[src/sv/sem_pkg.sv]
// shared constants, types and state codes of the rgb sobel edge magnitude unit
`default_nettype none

package sem_pkg;

	// line store geometry
	localparam int MAX_WIDTH = 1024;
	localparam int COL_W     = $clog2(MAX_WIDTH);
	localparam int WID_W     = COL_W + 1;
	localparam int DIST_W    = COL_W + 3;

	// register and field widths
	localparam int FW_W   = 11;
	localparam int FH_W   = 16;
	localparam int IDX_W  = 8;
	localparam int CFG_W  = 16;
	localparam int CH_W   = 8;
	localparam int NUM_CH = 3;
	localparam int PIX_W  = CH_W * NUM_CH;
	localparam int GRAD_W = 11;
	localparam int SUM_W  = 2 * GRAD_W;

	// reset values of the registers
	localparam logic [FW_W-1:0] FW_RESET = FW_W'(1024);
	localparam logic [FH_W-1:0] FH_RESET = FH_W'(768);

	// register indexes
	localparam logic [IDX_W-1:0] REG_FRAME_WIDTH  = IDX_W'(0);
	localparam logic [IDX_W-1:0] REG_FRAME_HEIGHT = IDX_W'(1);

	// input kinds
	localparam logic ACT_PIXEL = 1'b0;

	// magnitude limits: 255.5 squared rounded up
	localparam logic [SUM_W-1:0] SAT_LIMIT = SUM_W'(65281);
	localparam logic [CH_W-1:0]  CH_MAX    = CH_W'(255);

	typedef logic [PIX_W-1:0] pix_t;

	typedef enum logic [2:0] {
		ST_IDLE,
		ST_READ,
		ST_GRAD,
		ST_MSTART,
		ST_MWAIT,
		ST_PUSH,
		ST_WRITE
	} sem_state_t;

endpackage

`default_nettype wire

[src/sv/sem_magnitude.sv]
// iterative rounded square root of gx^2 + gy^2, saturated to one channel byte
`default_nettype none

module sem_magnitude
	import sem_pkg::*;
(
	input  wire logic                     clk,
	input  wire logic                     arst_n,
	input  wire logic                     start,
	input  wire logic signed [GRAD_W-1:0] gx,
	input  wire logic signed [GRAD_W-1:0] gy,
	output logic                          rdy,
	output logic             [CH_W-1:0]   mag
);

	localparam logic [3:0] STEP_LAST  = 4'(CH_W);
	localparam logic [3:0] STEP_ROUND = 4'(CH_W + 1);

	logic        [3:0]       cnt_q;
	logic        [SUM_W-1:0] s_q;
	logic        [CH_W-1:0]  n_q;
	logic        [CH_W-1:0]  mag_q;
	logic                    rdy_q;
	logic signed [SUM_W-1:0] sqx;
	logic signed [SUM_W-1:0] sqy;
	logic        [SUM_W-1:0] s_d;
	logic        [2:0]       bit_idx;
	logic        [CH_W-1:0]  trial;
	logic        [2*CH_W-1:0] trial_sq;
	logic        [SUM_W-1:0] round_lim;

	// squares and their sum
	always_comb begin
		sqx = SUM_W'(gx) * SUM_W'(gx);
		sqy = SUM_W'(gy) * SUM_W'(gy);
		s_d = $unsigned(sqx) + $unsigned(sqy);
	end

	// one result bit per step, most significant first
	always_comb begin
		bit_idx  = 3'(STEP_LAST - cnt_q);
		trial    = n_q | (CH_W'(1) << bit_idx);
		trial_sq = (2*CH_W)'(trial) * (2*CH_W)'(trial);
		round_lim = SUM_W'(n_q) * SUM_W'(n_q) + SUM_W'(n_q);
	end

	always_ff @(posedge clk or negedge arst_n) begin
		if (!arst_n) begin
			cnt_q <= '0;
			rdy_q <= 1'b0;
		end else if (start) begin
			cnt_q <= 4'd1;
			rdy_q <= 1'b0;
		end else if (cnt_q == STEP_ROUND) begin
			cnt_q <= '0;
			rdy_q <= 1'b1;
		end else if (cnt_q != '0) begin
			cnt_q <= cnt_q + 4'd1;
		end
	end

	// datapath registers
	always_ff @(posedge clk) begin
		if (start) begin
			s_q <= s_d;
			n_q <= '0;
		end else if (cnt_q != '0 && cnt_q <= STEP_LAST) begin
			if (SUM_W'(trial_sq) <= s_q) begin
				n_q <= trial;
			end
		end else if (cnt_q == STEP_ROUND) begin
			if (s_q >= SAT_LIMIT) begin
				mag_q <= CH_MAX;
			end else if (s_q > round_lim) begin
				mag_q <= n_q + CH_W'(1);
			end else begin
				mag_q <= n_q;
			end
		end
	end

	assign rdy = rdy_q;
	assign mag = mag_q;

endmodule

`default_nettype wire

[config.mk]
export PLATFORM = sky130hd
export DESIGN_NAME = sem_magnitude
export DESIGN_NICKNAME = d
export VERILOG_FILES = /design/src/sv/sem_pkg.sv /design/src/sv/sem_magnitude.sv
export SDC_FILE = /design/constraint.sdc
export NUM_CORES = 1
export LEC_CHECK = 0
export ABC_AREA = 1
export BUFFER_PORTS_ARGS = -buffer_cell sky130_fd_sc_hd__buf_2
export CORE_UTILIZATION = 30
export CTS_CLUSTER_SIZE = 24
export DETAILED_ROUTE_END_ITERATION = 16
export PLACE_DENSITY_LB_ADDON = 0.05
export SLEW_MARGIN = 0
export SYNTH_ARGS = -nofsm -noshare
export SYNTH_HDL_FRONTEND = slang
export SYNTH_SLANG_ARGS = --single-unit
[constraint.sdc]
create_clock -name clk -period 7.95 [get_ports clk]
set_input_delay 1.59 -clock clk [delete_from_list [all_inputs] [get_ports clk]]
set_output_delay 1.59 -clock clk [all_outputs]
set_load 0.03 [all_outputs]
== After elaboration in Yosys (flattened, before gate mapping) ==
Index checks and enable logic that the tools add are counted.
Widths: inputs -> output; s select.

* Memories kept: 0
* Output and inout port bits: 9
* Word-level logic and storage cells: 35
* Input bits: 25
* Bits in registers: 43
* RAM bits: 0
* Latch bits: 0
* Memory bits (read-only): 0

* Equal/unequal tests: 1
* Muxes and demuxes: 6
* Reduce and logical (&&, ||, !) cells: 6
* Shifts and indexed selects: 1
* Div/mod/pow operators: 0
* $add $sub $neg: 5
* Order comparisons: 4
* $mul: 4
* Bitwise gates (word level): 3

{| class="wikitable"
|+ Operators with widths
! cell !! number
|-
| $mul 11x11->22 || 2
|-
| $mul 8x8->16 || 2
|-
| $add 22x22->22 || 1
|-
| $ge 22x16->1 const B || 1
|-
| $gt 22x17->1 || 1
|-
| $le 16x22->1 || 1
|-
| $add 16x8->17 || 1
|-
| $mux 4 || 3
|-
| $add 8x1->8 const B || 1
|-
| $mux 8 || 1
|-
| $or 8x8->8 || 1
|-
| $shl 1x3->8 const A || 1
|-
| $add 4x1->4 const B || 1
|-
| $eq 4x4->1 const B || 1
|-
| $le 4x4->1 const B || 1
|-
| $reduce_bool 4->1 || 1
|-
| $reduce_and 3->1 || 1
|-
| $reduce_bool 3->1 || 1
|-
| $sub 1x3->3 const A || 1
|-
| $mux 1 || 2
|-
| $not 1->1 || 2
|-
| $reduce_and 2->1 || 1
|-
| $reduce_bool 2->1 || 1
|-
| $logic_and 1x1->1 || 1
|}

== Depth between registers and ports, before layout ==
* Depth after elaboration: 6
* Gate-level depth with buffers: 38
* Mapped depth without buffers: 38

== Least setup slack after synthesis ==
OpenSTA, ideal clock, no wires.

* Path type: input to register
* Start: in gy[0]
* End: reg s_q[21], data pin
* Stages on the path: 21
* Path slack: 0.611 ns
* Buffers on the path: 1
* Arrival time: 7.086 ns
* Required time: 7.697 ns
* Setup time: 0.253 ns
* Cells stage by stage: clkbuf_1 > nand2_1 > inv_1 > fa_1 > fa_1 > inv_1 > fa_1 > inv_1 > fa_1 > fa_1 > fa_1 > inv_1 > fa_1 > inv_1 > ha_1 > a21oi_1 > o21ai_0 > a21oi_1 > nand3_1 > nand3_1 > nand2_1

* Cells in the longest elaborated chain, start to end: 2

{| class="wikitable"
|+ RTL lines
! what !! RTL line !! source
|-
| start: declaration || sem_magnitude.sv:11 || <nowiki>input wire logic signed [GRAD_W-1:0] gy,</nowiki>
|-
| $mul 11x11->22 || sem_magnitude.sv:35 || <nowiki>sqy = SUM_W'(gy) * SUM_W'(gy);</nowiki>
|-
| $add 22x22->22 || sem_magnitude.sv:36 || <nowiki>s_d = $unsigned(sqx) + $unsigned(sqy);</nowiki>
|-
| net s_d[21] || sem_magnitude.sv:26 || <nowiki>logic [SUM_W-1:0] s_d;</nowiki>
|-
| end signal: assignment || sem_magnitude.sv:65 || <nowiki>s_q <= s_d;</nowiki>
|-
| end: declaration || sem_magnitude.sv:20 || <nowiki>logic [SUM_W-1:0] s_q;</nowiki>
|}

The timed path passes the listed nets, and every way through them passes these cells.
A chain may end at the register's enable or synchronous reset.

== Final worst setup path ==
* Start: in gy[10]
* End: reg s_q[21], data pin

Same word-level chain as after synthesis.

==> reports/results.txt <==
TNS Setup: 0 ps
Max Transition Viols Final: 0
Slew HR: 35.7%
vias after detailed routing: 10,800
Compound-Gate Fraction of Synth Area: 3.85%
# diodes: 0
final HPWL from detailed placement: 34,200 um
Bufs on Longest Clock Path: 2
CTS resizes: 0
xor and xnor fraction of the mapped netlist area: 3.35%
syn_area_per_cell: 8.11 um2
Worst Setup EP: s_q[21]$_DFFE_PP_
FILL cells: 5,478
most frequent cell after synthesis: inv_1
Synth async-reset ratio: 11.6%
DR iter-0 viols: 277
EDFF count, synth: 30
largest net degree at the start of global routing: 25
gr usage total: 15.7%
area grow syn2layout: 8.01%
Layout Skew: 6.12 ps
Achievable Freq: 135 MHz
worst reg2reg startpoint: cnt_q[0]$_DFFE_PN0P_
Reg-to-Reg End: n_q[5]$_SDFFE_PP0P_
min-delay worst type: flop to flop
die area: 51,500 um2
Synth Register Bits: 43
mux share of post-synthesis cell area: 0%
buffers and inverters on the worst path: 7
R2R setup slack: 1050 ps
Tightest Pin Transition: 957 ps
Crit. End Element: flop
CP most frequent cell: fa_1
CP max FO: 13
Synth warnings: 0
IO Pins: 34
kind of critical path: primary input to flop
Reg2Reg Depth: 35
row count: 82
Die X: 227 um
CP max stage delay: 550 ps
first-pass GRT wire length: 62,900 um
DRT antenna net count: 0
CTS tree: yes
root buffer cell: clkbuf_16
min Tclk post-route: 7420 ps
Max H-tree Level: 2
critical path required time: 7990 ps
Critical-path top delay cell: fa_1
Critical Path, Cell by Cell: buf_2 -> inv_1 -> or2_2 -> fa_1 -> inv_1 -> fa_1 -> fa_1 -> fa_1 -> fa_1 -> inv_1 -> fa_1 -> fa_1 -> inv_1 -> ha_1 -> nand2_1 -> inv_1 -> and3_1 -> nand4_1 -> nand3_1 -> inv_1 -> nand3_1 -> nand2_1
fin crit share: 93.4%
Post-Syn Area: 15,200 um2
Reg clk slew, reported paths: 60 ps
Synth Area in Adders: 54.1%
Placer Congestion: 0.798
Worst Hold Path Cells: 1
number of global-route vias before repair: 11,900
largest cells by area after synthesis: fa_1 39%, inv_1 15%, ha_1 15%, nand2_1 8.6%, edfxtp_1 5.9%
sequential area share after synthesis: 7.81%
ys flop type: edfxtp_1
post-synthesis instance total: 1,872
Buffers on Ports: 33
Initial Util: 30.3%
RSZ-0062 raised after global routing: no
multi-input logic area: 11,500 um2
initial antenna violation count: 0
die height: 227 um
crit path DAT: 7460 ps
Synth Net Count: 2,376
DRC: 0
Finish-stage setup viols: 0
Via density: 4.19
worst setup path start: gy[10]
hold_buf cts: 0
global route overflow: 0
Clock Latency Late Sink: 280 ps
Post-synth top cells: 620 x inv_1, 346 x nand2_1, 296 x fa_1
minimum hold slack: 488 ps
post-CTS setup buffers: 0
Worst path depth: 22
leading area contributor after synthesis: fa_1
MaxCap Viol Count: 0
CTS Buf Count: 5
CP startpoint kind: primary input
core area: 50,100 um2
main combinational cell family by area after synthesis: adder cells
Fin. Hold Viols: 0
Synth Area in Simple Gates: 14.6%
outcome: finished clean
top cell family by delay on the critical path: adder cells
top cell type's share of synthesized area: 39.0%
routed length per instance: 14.6 um
final net count: 2,404
Netlist cell types: 40
register area: 1190 um2
clk sink count: 43
ratio of cells with drive above 1 in the final layout: 4.42%
drt pass-1 iters: 6
Routed WL: 37,500 um
[worst min path at each step]
stage	slack, ps	endpoint	startpoint
6_report	490	rdy$_DFFE_PN0P_	rdy$_DFFE_PN0P_
5_1_grt	540	rdy$_DFFE_PN0P_	rdy$_DFFE_PN0P_
4_1_cts	490	rdy$_DFFE_PN0P_	rdy$_DFFE_PN0P_
3_5_place_dp	480	rdy$_DFFE_PN0P_	rdy$_DFFE_PN0P_
3_3_place_gp	470	rdy$_DFFE_PN0P_	rdy$_DFFE_PN0P_
2_1_floorplan	560	n_q[3]$_SDFFE_PP0P_	n_q[3]$_SDFFE_PP0P_
[per-stage QoR]
stage	utilization [%]	cells	setup WS, ps	instance area [um2]
global route	32.8	2573	220	16400
CTS	32.8	2573	512	16400
detailed placement	32.4	2565	214	16200
finish	32.8	2573	528	16400
floorplan	-	1872	611	15200
global placement	32.4	2565	247	16200
[state kept, by name, summed over array words and instances (netlist names)]
name	cells
cnt_q	4
rdy	1
s_q	22
mag	8
n_q	8
[final cells by class]
cell class                      count  share of cell area [%]
Clock buffer                        6                   0.786
Clock inverter                      2                   0.366
Inverter                          622                    14.2
Multi-Input combinational cell   1174                    70.3
Sequential cell                    43                    7.23
Tap cell                          672                    5.13
Timing Repair Buffer               54                    1.97
[layout by cell type (no fill, tap or decap), drive strengths merged, types with 8 or more instances in the layout]
cell type,n
inv,621
nand2,349
fa,296
ha,183
nor2,80
a21oi,66
nand3,56
buf,54
xor2,43
edfxtp,30
o21ai,30
xnor2,15
nor3,15
nand4,13
or2,8
dfxtp,8
[cell families (layout without fill, tap and decap cells)]
kind of cell / count (synthesis) / in the layout
buffers and inverters: 655 / 684
AND/OR/NAND/NOR: 529 / 529
adder cells (fa/ha/maj): 479 / 479
AO/OA/AOI/OAI: 108 / 108
XOR/XNOR: 58 / 58
flip-flops: 43 / 43
[metal layers]
metal	global-route usage (%)	vias up	wire length, um
met5	0	-	0
met4	1.62	0	204
met3	0.697	8	394
met2	30.0	80	19800
met1	20.0	5230	17100
li1	-	5462	-
Power is not shown: default switching activity piles up to over one toggle a cycle in this logic, so the estimate is an artifact.
